[src/rtl/core/efrc_pkg.sv]
// Shared types, constants and the byte-wide CRC-32 step for the frame
// receive checker. No dependencies.
`default_nettype none

package efrc_pkg;

  localparam logic [10:0] COUNT_MAX       = 11'd2047;
  localparam logic [10:0] HEADER_OVERHEAD = 11'd18;
  localparam logic [10:0] CRC_START_POS   = 11'd4;
  localparam logic [10:0] DST_END_POS     = 11'd6;
  localparam logic [10:0] SRC_END_POS     = 11'd12;
  localparam logic [10:0] TYPE_END_POS    = 11'd14;

  localparam logic [31:0] CRC_POLY = 32'hEDB88320;
  localparam logic [31:0] CRC_INIT = 32'hFFFFFFFF;
  localparam logic [31:0] CRC_XOR  = 32'hFFFFFFFF;

  localparam logic [47:0] STATION_RST = 48'h010203040506;
  localparam logic [10:0] MIN_LEN_RST = 11'd64;
  localparam logic [10:0] MAX_LEN_RST = 11'd1518;

  // APB map: 64-bit registers at 8-byte spacing
  localparam int unsigned APB_AW = 5;
  localparam int unsigned APB_DW = 64;
  localparam logic [1:0] REG_STATION = 2'd0;
  localparam logic [1:0] REG_MIN_LEN = 2'd1;
  localparam logic [1:0] REG_MAX_LEN = 2'd2;

  typedef struct packed {
    logic [7:0] byte_value;
    logic       last_byte;
  } efrc_byte_t;

  typedef struct packed {
    logic        length_error;
    logic        address_match;
    logic        fcs_match;
    logic [10:0] frame_length;
    logic [10:0] payload_length;
    logic [47:0] dst_mac;
    logic [47:0] src_mac;
    logic [15:0] ether_type;
    logic [31:0] received_fcs;
    logic [31:0] computed_fcs;
  } efrc_status_t;

  typedef struct packed {
    logic [47:0] station_address;
    logic [10:0] min_frame_length;
    logic [10:0] max_frame_length;
  } efrc_cfg_t;

  // Frame state frozen at the last byte
  typedef struct packed {
    logic [10:0] frame_length;
    logic [31:0] crc;
    logic [31:0] received_fcs;
    logic [47:0] destination;
    logic [47:0] source;
    logic [15:0] ptype;
  } efrc_snap_t;

  function automatic logic [31:0] crc_byte(input logic [31:0] crc_in,
                                           input logic [7:0] b);
    logic [31:0] c;
    c = crc_in ^ {24'd0, b};
    for (int i = 0; i < 8; i++) begin
      c = c[0] ? ((c >> 1) ^ CRC_POLY) : (c >> 1);
    end
    return c;
  endfunction

endpackage

`default_nettype wire

[src/rtl/core/efrc_if.sv]
// Valid/ready channel interfaces for frame byte beats and status beats.
// Depends on efrc_pkg.
`default_nettype none

interface efrc_byte_if;
  logic                valid;
  logic                ready;
  efrc_pkg::efrc_byte_t data;
  modport source (output valid, output data, input ready);
  modport sink (input valid, input data, output ready);
endinterface

interface efrc_status_if;
  logic                  valid;
  logic                  ready;
  efrc_pkg::efrc_status_t data;
  modport source (output valid, output data, input ready);
  modport sink (input valid, input data, output ready);
endinterface

`default_nettype wire

[src/rtl/core/ethernet_frame_receive_check_core.sv]
// Top level of the Ethernet frame receive checker: APB registers, byte
// parser and status queue. Depends on efrc_pkg, efrc_if and the efrc_* modules.
//
//  channel   dir  beat contents                               handshake
//  frame     in   byte_value, last_byte                       valid/ready
//  status    out  one status per frame (see efrc_status_t)    valid/ready
//  apb       in   station_address, min/max_frame_length       psel/penable
//
// Cycles: one byte is taken every cycle frame.ready is high; the header capture,
//   delay line and CRC-32 step all complete in the cycle the byte is accepted.
// The status beat for a frame passes through the snapshot register and then
//   the four-entry status queue before it is offered.
// Stalls: frame.ready drops only when the status queue plus the snapshot
//   stage would exceed four beats; with status.ready held high it never drops.
// Reset (rst, synchronous): clears frame state, empties the queue and loads
//   the register defaults. No clearing pass is needed.
`default_nettype none

module ethernet_frame_receive_check_core (
  input  wire logic                        clk,
  input  wire logic                        rst,
  efrc_byte_if.sink                        frame,
  efrc_status_if.source                    status,
  input  wire logic                        psel,
  input  wire logic                        penable,
  input  wire logic                        pwrite,
  input  wire logic [efrc_pkg::APB_AW-1:0] paddr,
  input  wire logic [efrc_pkg::APB_DW-1:0] pwdata,
  output logic      [efrc_pkg::APB_DW-1:0] prdata,
  output logic                             pready
);

  efrc_pkg::efrc_cfg_t  cfg;
  efrc_pkg::efrc_snap_t snap;
  logic                 snap_valid;
  logic                 room;
  logic                 byte_accept;

  // a byte beat lands when the queue has space for its possible status
  assign frame.ready = room;
  assign byte_accept = frame.valid & room;

  efrc_regs u_regs (
    .clk     (clk),
    .rst     (rst),
    .psel    (psel),
    .penable (penable),
    .pwrite  (pwrite),
    .paddr   (paddr),
    .pwdata  (pwdata),
    .prdata  (prdata),
    .pready  (pready),
    .cfg     (cfg)
  );

  // header capture, FCS delay line, CRC and length count
  efrc_parse u_parse (
    .clk        (clk),
    .rst        (rst),
    .accept     (byte_accept),
    .in_byte    (frame.data),
    .snap       (snap),
    .snap_valid (snap_valid)
  );

  // length/address/FCS checks and the output buffer
  efrc_status_q u_status_q (
    .clk        (clk),
    .rst        (rst),
    .cfg        (cfg),
    .snap       (snap),
    .snap_valid (snap_valid),
    .room       (room),
    .status     (status)
  );

endmodule

`default_nettype wire

[src/rtl/core/efrc_regs.sv]
// APB register file: station address and frame length bounds.
// Depends on efrc_pkg.
`default_nettype none

module efrc_regs (
  input  wire logic                          clk,
  input  wire logic                          rst,
  input  wire logic                          psel,
  input  wire logic                          penable,
  input  wire logic                          pwrite,
  input  wire logic [efrc_pkg::APB_AW-1:0]   paddr,
  input  wire logic [efrc_pkg::APB_DW-1:0]   pwdata,
  output logic      [efrc_pkg::APB_DW-1:0]   prdata,
  output logic                               pready,
  output efrc_pkg::efrc_cfg_t                cfg
);

  logic [1:0] reg_index;
  logic       wr_en;

  assign reg_index = paddr[4:3];
  assign wr_en     = psel & penable & pwrite;
  assign pready    = 1'b1;

  always_ff @(posedge clk) begin
    if (rst) begin
      cfg.station_address  <= efrc_pkg::STATION_RST;
      cfg.min_frame_length <= efrc_pkg::MIN_LEN_RST;
      cfg.max_frame_length <= efrc_pkg::MAX_LEN_RST;
    end else if (wr_en) begin
      unique case (reg_index)
        efrc_pkg::REG_STATION: cfg.station_address  <= pwdata[47:0];
        efrc_pkg::REG_MIN_LEN: cfg.min_frame_length <= pwdata[10:0];
        efrc_pkg::REG_MAX_LEN: cfg.max_frame_length <= pwdata[10:0];
        default: ;
      endcase
    end
  end

  always_comb begin
    unique case (reg_index)
      efrc_pkg::REG_STATION: prdata = {16'd0, cfg.station_address};
      efrc_pkg::REG_MIN_LEN: prdata = {53'd0, cfg.min_frame_length};
      efrc_pkg::REG_MAX_LEN: prdata = {53'd0, cfg.max_frame_length};
      default:               prdata = '0;
    endcase
  end

endmodule

`default_nettype wire

[src/rtl/core/efrc_parse.sv]
// Per-byte frame state: header capture, FCS delay line, CRC-32 and length
// count; freezes the frame into a snapshot on the last byte. Uses efrc_pkg.
`default_nettype none

module efrc_parse (
  input  wire logic                 clk,
  input  wire logic                 rst,
  input  wire logic                 accept,
  input  wire efrc_pkg::efrc_byte_t in_byte,
  output efrc_pkg::efrc_snap_t      snap,
  output logic                      snap_valid
);

  logic [10:0] byte_count, byte_count_next;
  logic [31:0] crc, crc_next;
  logic [7:0]  tail [4];
  logic [7:0]  tail_next [4];
  logic [47:0] dest, dest_next;
  logic [47:0] src, src_next;
  logic [15:0] ptype, ptype_next;
  logic [7:0]  b;

  assign b = in_byte.byte_value;

  always_comb begin
    dest_next  = dest;
    src_next   = src;
    ptype_next = ptype;
    if (byte_count < efrc_pkg::DST_END_POS) begin
      dest_next = {dest[39:0], b};
    end else if (byte_count < efrc_pkg::SRC_END_POS) begin
      src_next = {src[39:0], b};
    end else if (byte_count < efrc_pkg::TYPE_END_POS) begin
      ptype_next = {ptype[7:0], b};
    end
    // byte leaving the delay line goes into the CRC
    crc_next = (byte_count >= efrc_pkg::CRC_START_POS) ?
               efrc_pkg::crc_byte(crc, tail[0]) : crc;
    tail_next[0] = tail[1];
    tail_next[1] = tail[2];
    tail_next[2] = tail[3];
    tail_next[3] = b;
    byte_count_next = (byte_count < efrc_pkg::COUNT_MAX) ?
                      byte_count + 11'd1 : byte_count;
  end

  always_ff @(posedge clk) begin
    if (rst) begin
      byte_count <= '0;
      crc        <= efrc_pkg::CRC_INIT;
      tail       <= '{default: 8'd0};
      dest       <= '0;
      src        <= '0;
      ptype      <= '0;
    end else if (accept) begin
      if (in_byte.last_byte) begin
        byte_count <= '0;
        crc        <= efrc_pkg::CRC_INIT;
        tail       <= '{default: 8'd0};
        dest       <= '0;
        src        <= '0;
        ptype      <= '0;
      end else begin
        byte_count <= byte_count_next;
        crc        <= crc_next;
        tail       <= tail_next;
        dest       <= dest_next;
        src        <= src_next;
        ptype      <= ptype_next;
      end
    end
  end

  always_ff @(posedge clk) begin
    if (rst) begin
      snap_valid <= 1'b0;
    end else begin
      snap_valid <= accept & in_byte.last_byte;
    end
  end

  always_ff @(posedge clk) begin
    if (accept && in_byte.last_byte) begin
      snap.frame_length <= byte_count_next;
      snap.crc          <= crc_next;
      snap.received_fcs <= {tail_next[3], tail_next[2], tail_next[1], tail_next[0]};
      snap.destination  <= dest_next;
      snap.source       <= src_next;
      snap.ptype        <= ptype_next;
    end
  end

endmodule

`default_nettype wire

[src/rtl/core/efrc_status_q.sv]
// Builds the status beat from a frame snapshot and the bounds, and queues it
// in a four-entry buffer towards the status channel. Uses efrc_pkg, efrc_if.
`default_nettype none

module efrc_status_q (
  input  wire logic                 clk,
  input  wire logic                 rst,
  input  wire efrc_pkg::efrc_cfg_t  cfg,
  input  wire efrc_pkg::efrc_snap_t snap,
  input  wire logic                 snap_valid,
  output logic                      room,
  efrc_status_if.source             status
);

  efrc_pkg::efrc_status_t res;
  efrc_pkg::efrc_status_t q_mem [4];
  logic [1:0] wr_ptr, rd_ptr;
  logic [2:0] count;
  logic [31:0] calc;
  logic        len_bad;
  logic        pop;

  assign calc    = snap.crc ^ efrc_pkg::CRC_XOR;
  assign len_bad = (snap.frame_length < cfg.min_frame_length) ||
                   (snap.frame_length > cfg.max_frame_length);

  always_comb begin
    res = '0;
    if (len_bad) begin
      res.length_error = 1'b1;
    end else begin
      res.address_match  = (snap.destination == cfg.station_address);
      res.fcs_match      = (calc == snap.received_fcs);
      res.frame_length   = snap.frame_length;
      res.payload_length = (snap.frame_length >= efrc_pkg::HEADER_OVERHEAD) ?
                           snap.frame_length - efrc_pkg::HEADER_OVERHEAD : 11'd0;
      res.dst_mac        = snap.destination;
      res.src_mac        = snap.source;
      res.ether_type     = snap.ptype;
      res.received_fcs   = snap.received_fcs;
      res.computed_fcs   = calc;
    end
  end

  // one beat may be in the snapshot stage, so leave space for it
  assign room = (count + {2'd0, snap_valid}) < 3'd4;
  assign pop  = status.valid & status.ready;

  assign status.valid = (count != 3'd0);
  assign status.data  = q_mem[rd_ptr];

  always_ff @(posedge clk) begin
    if (rst) begin
      wr_ptr <= '0;
      rd_ptr <= '0;
      count  <= '0;
    end else begin
      if (snap_valid) wr_ptr <= wr_ptr + 2'd1;
      if (pop)        rd_ptr <= rd_ptr + 2'd1;
      count <= count + {2'd0, snap_valid} - {2'd0, pop};
    end
  end

  always_ff @(posedge clk) begin
    if (snap_valid) q_mem[wr_ptr] <= res;
  end

endmodule

`default_nettype wire

[src/flat_wrapper.sv]
// flat-port wrapper written by rule: the top's interface ports become plain ports
module ethernet_frame_receive_check_core_flat 
  (clk, rst, psel, penable, pwrite, paddr, pwdata, prdata, pready, frame_valid, frame_data, frame_ready, status_valid, status_data, status_ready);
  efrc_byte_if frame_i ();
  efrc_status_if status_i ();
  input  wire logic clk;
  input  wire logic rst;
  input  wire logic psel;
  input  wire logic penable;
  input  wire logic pwrite;
  input  wire logic [efrc_pkg::APB_AW-1:0] paddr;
  input  wire logic [efrc_pkg::APB_DW-1:0] pwdata;
  output logic      [efrc_pkg::APB_DW-1:0] prdata;
  output logic pready;
  input wire logic [$bits(frame_i.valid)-1:0] frame_valid;
  input wire logic [$bits(frame_i.data)-1:0] frame_data;
  output wire logic [$bits(frame_i.ready)-1:0] frame_ready;
  output wire logic [$bits(status_i.valid)-1:0] status_valid;
  output wire logic [$bits(status_i.data)-1:0] status_data;
  input wire logic [$bits(status_i.ready)-1:0] status_ready;
  assign frame_i.valid = frame_valid;
  assign frame_i.data = frame_data;
  assign frame_ready = frame_i.ready;
  assign status_valid = status_i.valid;
  assign status_data = status_i.data;
  assign status_i.ready = status_ready;
  ethernet_frame_receive_check_core u_core (.clk(clk), .rst(rst), .frame(frame_i), .status(status_i), .psel(psel), .penable(penable), .pwrite(pwrite), .paddr(paddr), .pwdata(pwdata), .prdata(prdata), .pready(pready));
endmodule
[config.mk]
export PLATFORM = sky130hd
export DESIGN_NAME = ethernet_frame_receive_check_core_flat
export DESIGN_NICKNAME = d
export VERILOG_FILES = /design/src/rtl/core/efrc_pkg.sv /design/src/rtl/core/efrc_if.sv /design/src/rtl/core/ethernet_frame_receive_check_core.sv /design/src/rtl/core/efrc_regs.sv /design/src/rtl/core/efrc_parse.sv /design/src/rtl/core/efrc_status_q.sv /design/src/flat_wrapper.sv
export SDC_FILE = /design/constraint.sdc
export NUM_CORES = 1
export LEC_CHECK = 0
export BUFFER_PORTS_ARGS = -buffer_cell sky130_fd_sc_hd__clkbuf_2
export CORE_UTILIZATION = 40
export DETAILED_ROUTE_END_ITERATION = 12
export GPL_ROUTABILITY_DRIVEN = 0
export HOLD_SLACK_MARGIN = 0.05
export SLEW_MARGIN = 20
export SYNTH_ARGS = -nofsm -noshare
export SYNTH_HDL_FRONTEND = slang
export SYNTH_SLANG_ARGS = --single-unit
export TNS_END_PERCENT = 20
[constraint.sdc]
create_clock -name clk -period 15.56 [get_ports clk]
set_input_delay 1.556 -clock clk [delete_from_list [all_inputs] [get_ports clk]]
set_output_delay 1.556 -clock clk [all_outputs]
set_load 0.005 [all_outputs]
Word level (Yosys, flattened, before mapping):

Memory sizes are Yosys's and may differ from the RTL's. A register that Yosys moved wholly into a read port is not among the register bits.
Cells that the tools add are included.

* bits in registers: 452
* bits in writable memories: 804
* input bits: 85
* output and inout port bits: 268
* logic and storage cells: 94
* memories kept: 1

* add/sub/neg operators: 6
* magnitude comparators: 9
* equal/unequal tests: 4
* mux-type cells: 30
* bitwise logic cells: 15
* reduce and logical (&&, ||, !) cells: 7

Memory list
* u_core.u_status_q.q_mem: depth 4, width 201, rd ports 1, clocked after Yosys merged registers in 1, wr ports 1, line efrc_status_q.sv:16 `efrc_pkg::efrc_status_t q_mem [4];`

Operator list (count)
* $mux 32: 11
* $mux 48: 5
* $mux 200: 1
* $pmux 48 s3: 1
* $not 13->14: 8
* $mux 16: 4
* $eq 48x48->1: 1
* $mux 11: 3
* $eq 32x32->1: 1
* $not 32->32: 1
* $xor 32x8->32: 1
* $lt 11x4->1 const B: 2
* $add 11x1->11 const B: 1
* $ge 11x3->1 const B: 1
* $ge 11x5->1 const B: 1
* $gt 11x11->1: 1
* $lt 11x11->1: 1
* $lt 11x11->1 const B: 1
* $lt 11x3->1 const B: 1
* $sub 11x5->11 const B: 1
* $reduce_and 2->1: 3
* $and 1x1->1: 5
* $add 2x1->2 const B: 2
* $mux 2: 2
* other kinds (10): 12

Longest topological paths before layout:

Gate-level depths: netlist of run 1.

* word-level depth: 19
* depth in mapped cells: 10
* gate-level depth less buffers: 8

Hierarchy:

Synthesis of run 1 repeated with hierarchy kept, for this count alone.

* cells, all modules: 3145
* area, all modules: 50936.4 um^2

By module, submodules not included
* efrc_status_q: times used 1, cells each 1554, area each 32524.9 um^2, sequential area each 24323.3 um^2
* efrc_parse: times used 1, cells each 1200, area each 14810.5 um^2, sequential area each 9379.0 um^2
* efrc_regs: times used 1, cells each 390, area each 3594.7 um^2, sequential area each 1401.3 um^2
* ethernet_frame_receive_check_core: times used 1, cells each 1, area each 6.3 um^2, sequential area each 0.0 um^2

Least setup slack after synthesis of run 1:

Ideal clock, no wire load.

* kind: in2reg
* start: input port frame_data[0]
* end: register u_core.u_parse.crc[16]
* library setup time: 0.079 ns
* data arrival time: 11.217 ns
* data required time: 15.481 ns
* slack: 4.264 ns
* stages: 7
* path buffers: 3
* cell sequence: clkbuf_1 -> inv_1 -> clkbuf_1 -> nor2_1 -> nor2_1 -> clkbuf_1 -> o211ai_1

* word-level cells in the longest chain between the ends: 1

Ends and longest elaborated chain
* start: declaration: line flat_wrapper.sv:16 `input wire logic [$bits(frame_i.data)-1:0] frame_data;`
* $mux 32: line efrc_parse.sv:56 `if (in_byte.last_byte) begin`
* end signal: assignment: line efrc_parse.sv:50 `crc <= efrc_pkg::CRC_INIT;`
* end signal: assignment: line efrc_parse.sv:58 `crc <= efrc_pkg::CRC_INIT;`
* end signal: assignment: line efrc_parse.sv:65 `crc <= crc_next;`
* end: declaration: line efrc_parse.sv:15 `logic [31:0] crc, crc_next;`

Every way passes these cells.
A chain may end at the register's enable or synchronous reset.

==> impl_metrics.ini, run 1 <==
[status]
status = completed

[clocking]
postCtsSetupBuffers = 0
clockBufferDepth = 3
cts_sinks = 1258
cts_root_buf = clkbuf_16
cts_made_buffers = 134
cts-resized-gates = 0
worstSkewPairLatency_ns = 0.75
cts_max_level = 4
cts_tree = built
cts_hold_buffers = 0
clk_pin_slew_ns = 0.06

[cells_and_area]
stdcell_area_um2 = 57500
n_fill_cell = 10766
nets = 3543
layout-drive-gt1-share_pct = 25.4
finalNonFillerCells = 5184
area_growth_pct = 15.3
multi_input_area_um2 = 13900
seqCellArea_um2 = 35100

[worst_setup_path]
critical_path.max_fanout = 42
r2r_end = u_core.u_parse.snap[50]
r2r_slack_ns = 11.13
cp.required_ns = 14.00
worstSetupStartpointType = register
r2r_cells = 8
r2r-start = u_core.u_parse.snap_valid
worstSetupPathType = reg -> out
worstPathArrival_ns = 4.21
end_kind = output port

[logic_synthesis]
synth_seq_area_share_pct = 70.4
synth.distinct_cells = 53
synth_common_cells = 991 x edfxtp_1, 267 x dfxtp_1, 208 x nand2_1
avgSynthCellArea_um2 = 15.9
yosys.area.top_type = edfxtp_1
ys_seq_elements = 1258
synthCells = 3132
syn_area_um2 = 49900
synthArstFlopShare_pct = 0
synth_top_area_share_pct = 59.6
synthTopCellsByArea = edfxtp_1 60%, dfxtp_1 11%, mux4_2 9.1%
synth_edf_count = 991
synth_most_common_cell = edfxtp_1
ys_warn_count = 0
synth_ff_type = edfxtp_1

[drt]
viasPerCell = 5.35
dr.pass1.iters = 5
num_vias = 27743
route.antenna.remaining_nets = 0
wirelength_mm = 122
drc_errors = 0
drt_iter0_markers = 2028
wl_per_cell_um = 23.6

[min_path]
hold_class = reg -> reg
hold_path_depth = 0
min_to = u_core.u_parse.snap[129]
hp-start = u_core.u_parse.tail[1]

[sta]
clock_skew_ns = 0.0253
relSlewSlack_pct = 26.4
finalMaxSlewViolations = 0
hold_viol = 0
tightest_slew_ns = 1.10
fin_tns_setup_ns = 0
clock.fmax_mhz = 174
grt_setup_unrepaired = no
setup_viol = 0
period_share_pct = 37.0
fin_crit_ns = 5.76

[power_and_ir_drop]
internal-power_uw = 6050
pwr-share-clk_pct = 38.6
leakage_uw = 0.0201
p_per_area_nw_per_um2 = 140
vdd_drop_max_mv = 0.101
pwr-share-seq_pct = 47.6
switching_share_pct = 25.1
comb_power_share_pct = 13.8
switching_power_uw = 2030

[global_routing]
overflow = 0
antenna_found_initial = 4
grtUsageTotal_pct = 19.2
grt_pass1_vias = 27667
grt_max_degree = 111
grt_pass1_wl_mm = 181

[die]
die-area_um2 = 126000
fp.dieW_um = 355
core-area_um2 = 124000
die_h_um = 355
rows = 129
initial_utilization_pct = 40.4
pin_count = 353

[place]
io_buffers = 316
dp_hpwl_mm = 75.1
dp.cells = 4928
place_area_um2 = 53100

[run]
max-cap-violations = 0
-- metrics by stage --
step	util [%]	hold slack [ns]	worst slack [ns]	total power (uW)
2_1_floorplan	-	0.422	4.26	4620
3_3_place_gp	43.0	0.436	10.37	5060
3_5_place_dp	43.0	0.441	10.37	5070
4_1_cts	46.5	0.458	9.57	8190
5_1_grt	46.5	0.466	9.42	8380
6_report	46.5	0.449	9.80	8080
-- critical path, stage by stage, from the launching register on --
cell and delay (ns):
dfxtp_4 0.86, buf_4 0.82, buf_4 0.80, mux4_2 0.66, clkbuf_2 0.14
-- registers in the layout (all words and copies together), names as in the netlist, named ones only --
name                       flops
u_core.u_regs.cfg             70
u_core.u_status_q.wr_ptr       2
u_core.u_status_q.count        3
u_core.u_parse.tail           32
u_core.u_parse.snap_valid      1
u_core.u_parse.crc            32
u_core.u_status_q.rd_ptr       2
u_core.u_parse.ptype          16
u_core.u_parse.byte_count     11
u_core.u_parse.src            48
u_core.u_parse.snap          187
u_core.u_status_q.q_mem      804
u_core.u_parse.dest           48
-- layout make-up --
type | count | share of cell area (%)
multi-input combinational | 1644 | 24.2
sequential | 1258 | 61.1
tap | 1637 | 3.56
clock buffer | 185 | 6.48
antenna | 8 | 0.0348
inverter | 28 | 0.183
timing repair buffer | 361 | 3.41
clock inverter | 63 | 1.06
-- cells by family after synthesis --
logic type / after synthesis / synth area share, %
compound gates: 305 / 3.98
simple gates: 787 / 7.77
flops: 1258 / 70.4
xor+xnor: 163 / 2.89
fa+ha+maj: 31 / 0.777
mux: 341 / 12.2
buf+inv: 245 / 2.04
other cells: 2 / 0.0151
-- worst max path at each step --
stage	from	to	slack, ns	cells after the start
global route	register	status_data[69]	9.42	4
floorplan	frame_data[0]	u_core.u_parse.crc[16]	4.26	7
CTS	register	status_data[75]	9.57	4
global placement	frame_data[0]	u_core.u_parse.snap[25]	10.37	6
detailed placement	frame_data[0]	u_core.u_parse.snap[35]	10.37	6
finish	register	status_data[66]	9.80	4
-- cell usage in the layout, fill, tap and decap left out, drive strengths merged, types with 35 or more instances in the layout --
master	count
a21oi	88
a22oi	120
and2	47
and3	182
buf	46
clkbuf	500
clkinv	48
dfxtp	267
edfxtp	991
inv	35
mux2	112
mux4	201
nand2	208
nor2	194
nor3	47
o21ai	41
xnor2	138
-- layer usage --
| layer | up-vias | wire length, um | GRT usage (%) |
|---|---|---|---|
| met2 | 746 | 58400 | 30.6 |
| met4 | 4 | 2380 | 5.28 |
| met3 | 166 | 6410 | 3.43 |
| li1 | 12611 | - | - |
| met1 | 14216 | 55100 | 27.0 |
| met5 | - | 21 | 0 |
-- power groups by stage --
| stage | Sequential [uW] | Clock, uW | Combinational [uW] |
|---|---|---|---|
| after detailed placement | 3920 | 0 | 1150 |
| after CTS | 3850 | 3190 | 1150 |
| after floorplan | 3880 | 0 | 740 |
| after global routing | 3860 | 3310 | 1220 |
| final | 3850 | 3120 | 1110 |
| after global placement | 3920 | 0 | 1140 |
Note: power is estimated with default switching activity, not from simulation.
==> inputs of run 2 (changes only) <==
--- a/config.mk
+++ b/config.mk
@@ -5,6 +5,7 @@
 export SDC_FILE = /design/constraint.sdc
 export NUM_CORES = 1
 export LEC_CHECK = 0
+export ABC_AREA = 1
 export BUFFER_PORTS_ARGS = -buffer_cell sky130_fd_sc_hd__clkbuf_2
 export CORE_UTILIZATION = 40
 export DETAILED_ROUTE_END_ITERATION = 12
==> constraint.sdc (replaced) <==
create_clock -name clk -period 5.9 [get_ports clk]
set_input_delay 0.59 -clock clk [delete_from_list [all_inputs] [get_ports clk]]
set_output_delay 0.59 -clock clk [all_outputs]
set_load 0.005 [all_outputs]
==> run 2 against run 1 <==
Register-to-register slack got worse by 8.3 ns. Clock power rose to 2.6 times the previous value. Largest power group unchanged. Sequential power grew to 2.6 times the previous value. Area after synthesis grew 3.5%. Cell area up 2.6%.
==> impl_metrics.ini, run 2 <==
[drt]
wirelength_mm = 137
wl_met1_mm = 60.8
wl_met3_mm = 8.61
drt_iter0_markers = 3591
top_layer = met5
routed-wl-met2_mm = 63.7
viasPerCell = 5.24
route.antenna.remaining_nets = 0
drc_errors = 0
wl_per_cell_um = 20.0
dr.pass1.iters = 6
num_vias = 35870

[clocking]
postCtsSetupBuffers = 0
cts_root_buf = clkbuf_16
worstSkewPairLatency_ns = 0.77
cts_hold_buffers = 12
clk_pin_slew_ns = 0.06
cts_made_buffers = 134
clockBufferDepth = 3
cts_tree = built
cts-resized-gates = 0
cts_sinks = 1258
cts_max_level = 4

[global_routing]
grt_max_degree = 177
antenna_found_initial = 5
grt_pass1_wl_mm = 204
grtUsageTotal_pct = 20.5
grt_pass1_vias = 33042
overflow = 0

[min_path]
hold_class = in -> reg
min_to = u_core.u_regs.cfg[55]
hp-start = pwdata[33]
hold_path_depth = 3

[power_and_ir_drop]
switching_share_pct = 28.2
leakage_uw = 0.0219
pwr-share-clk_pct = 37.3
internal-power_uw = 15800
p_per_area_nw_per_um2 = 373
p_total_uw = 22000
pwr-share-seq_pct = 46.2
comb_power_share_pct = 16.5
switching_power_uw = 6220
vdd_drop_max_mv = 0.334

[cells_and_area]
nets = 5180
stdcell_area_um2 = 59000
largest_reg_flops = 804
mostFrequentLayoutCells = 991 x edfxtp_1, 786 x nand2_1, 700 x nor2_1
largest_register = u_core.u_status_q.q_mem
area_growth_pct = 14.4
layout-drive-gt1-share_pct = 11.4
top_regs = u_core.u_status_q.q_mem: 804 flops, u_core.u_parse.snap: 187 flops, u_core.u_regs.cfg: 70 flops
finalNonFillerCells = 6839
final_common_cell = edfxtp_1

[sta]
hold_viol = 0
tightest_slew_ns = 1.11
finalMaxSlewViolations = 0
fin_tns_setup_ns = 0
grt_setup_unrepaired = no
fin_crit_ns = 4.22
clock.fmax_mhz = 237
clock_skew_ns = 0.0352
hold_ws_ns = 0.0958
setup_viol = 0
relSlewSlack_pct = 26.1
period_share_pct = 71.6

[logic_synthesis]
synthTopCellsByArea = edfxtp_1 58%, dfxtp_1 10%, nand2_1 5.7%
synth_ff_type = edfxtp_1
synth_common_cells = 991 x edfxtp_1, 788 x nand2_1, 703 x nor2_1
ys_warn_count = 0
synthArstFlopShare_pct = 0
synth_top_area_share_pct = 57.6
synthCells = 4837
synth_seq_area_share_pct = 68.0
synth_most_common_cell = edfxtp_1
synth_edf_count = 991
syn_area_um2 = 51600
avgSynthCellArea_um2 = 10.7
yosys.area.top_type = edfxtp_1
synth.distinct_cells = 40
ys_seq_elements = 1258

[die]
core-area_um2 = 128000
die-area_um2 = 130000
pin_count = 353
die_h_um = 361
rows = 131
fp.dieW_um = 361
initial_utilization_pct = 40.4

[worst_setup_path]
worstPathArrival_ns = 3.63
critical_path.max_fanout = 77
worstSetupStartpointType = register
crit_family = buffers and inverters
r2r_end = u_core.u_parse.snap[96]
critPathMaxStageDelay_ns = 0.73
crit_top_cell = buf_4
cp_num_buf_inv = 3
r2r_slack_ns = 2.81
worstSetupPathType = reg -> out
r2r_cells = 6
critPathSlowestCell = buf_4
r2r-start = u_core.u_parse.snap_valid
end_kind = output port
path_cells = buf_4 > buf_4 > o21ai_0 > o22ai_1 > clkbuf_2
cp.required_ns = 5.31

[run]
max-cap-violations = 0

[place]
dp_hpwl_mm = 81.3
place_area_um2 = 54600
io_buffers = 316
dp.cells = 6577

[status]
status = completed
==> run 2: worst max path at each step <==
stage | slack [ns] | endpoint | start | depth (start not counted)
floorplan | 0.86 | u_core.u_status_q.q_mem[2][0] | u_core.u_status_q.wr_ptr[0] | 4
global placement | 2.47 | status_data[190] | register | 5
detailed placement | 2.45 | status_data[190] | register | 5
CTS | 1.60 | status_data[190] | register | 5
global route | 1.45 | status_data[190] | register | 5
finish | 1.68 | status_data[190] | register | 5
==> run 2: per-stage QoR <==
stage               setup WS (ns)  util [%]
floorplan                   0.862         -
global placement             2.47      42.7
detailed placement           2.45      42.7
CTS                          1.60      46.2
global route                 1.45      46.2
finish                       1.68      46.2
==> run 2: power groups by stage <==
| stage | sequential [uW] | clock, uW | combinational [uW] |
|---|---|---|---|
| after floorplan | 10300 | 0 | 2160 |
| after global placement | 10400 | 0 | 3640 |
| after detailed placement | 10400 | 0 | 3680 |
| after CTS | 10200 | 8380 | 3700 |
| after global routing | 10200 | 8750 | 4020 |
| final | 10200 | 8210 | 3640 |
==> run 2: worst min-delay path: cells and delay by family <==
kind / cells / cell delay (ns)
compound gates: 1 / 0.08
buf+inv: 1 / 0.08
simple gates: 1 / 0.06
==> run 2: layout make-up <==
type / count / area [um^2]
clock buffers: 179 / 3720
fillers: 11697 / 68800
diodes: 1 / 2.50
flip-flops and latches: 1258 / 35100
well taps: 1662 / 2080
clock inverters: 69 / 576
inverters: 349 / 1350
repair buffers: 372 / 2130
multi-input cells: 2949 / 14100
==> run 2: cells by family (layout without fill, tap and decap cells) <==
logic type | count (synthesis) | after routing | synth area share, %
fa+ha+maj | 31 | 31 | 0.751
compound gates | 990 | 990 | 10.3
flops | 1258 | 1258 | 68.0
xor+xnor | 104 | 104 | 1.78
simple gates | 1807 | 1807 | 14.2
other cells | 2 | 18 | 0.0145
buf+inv | 645 | 969 | 4.94
==> run 2: metal layers <==
metal  up-vias  GRT usage, %
met1     17544          28.7
met3       175          3.89
met5         -             0
met2      1053          31.9
li1      17092             -
met4         6          6.85
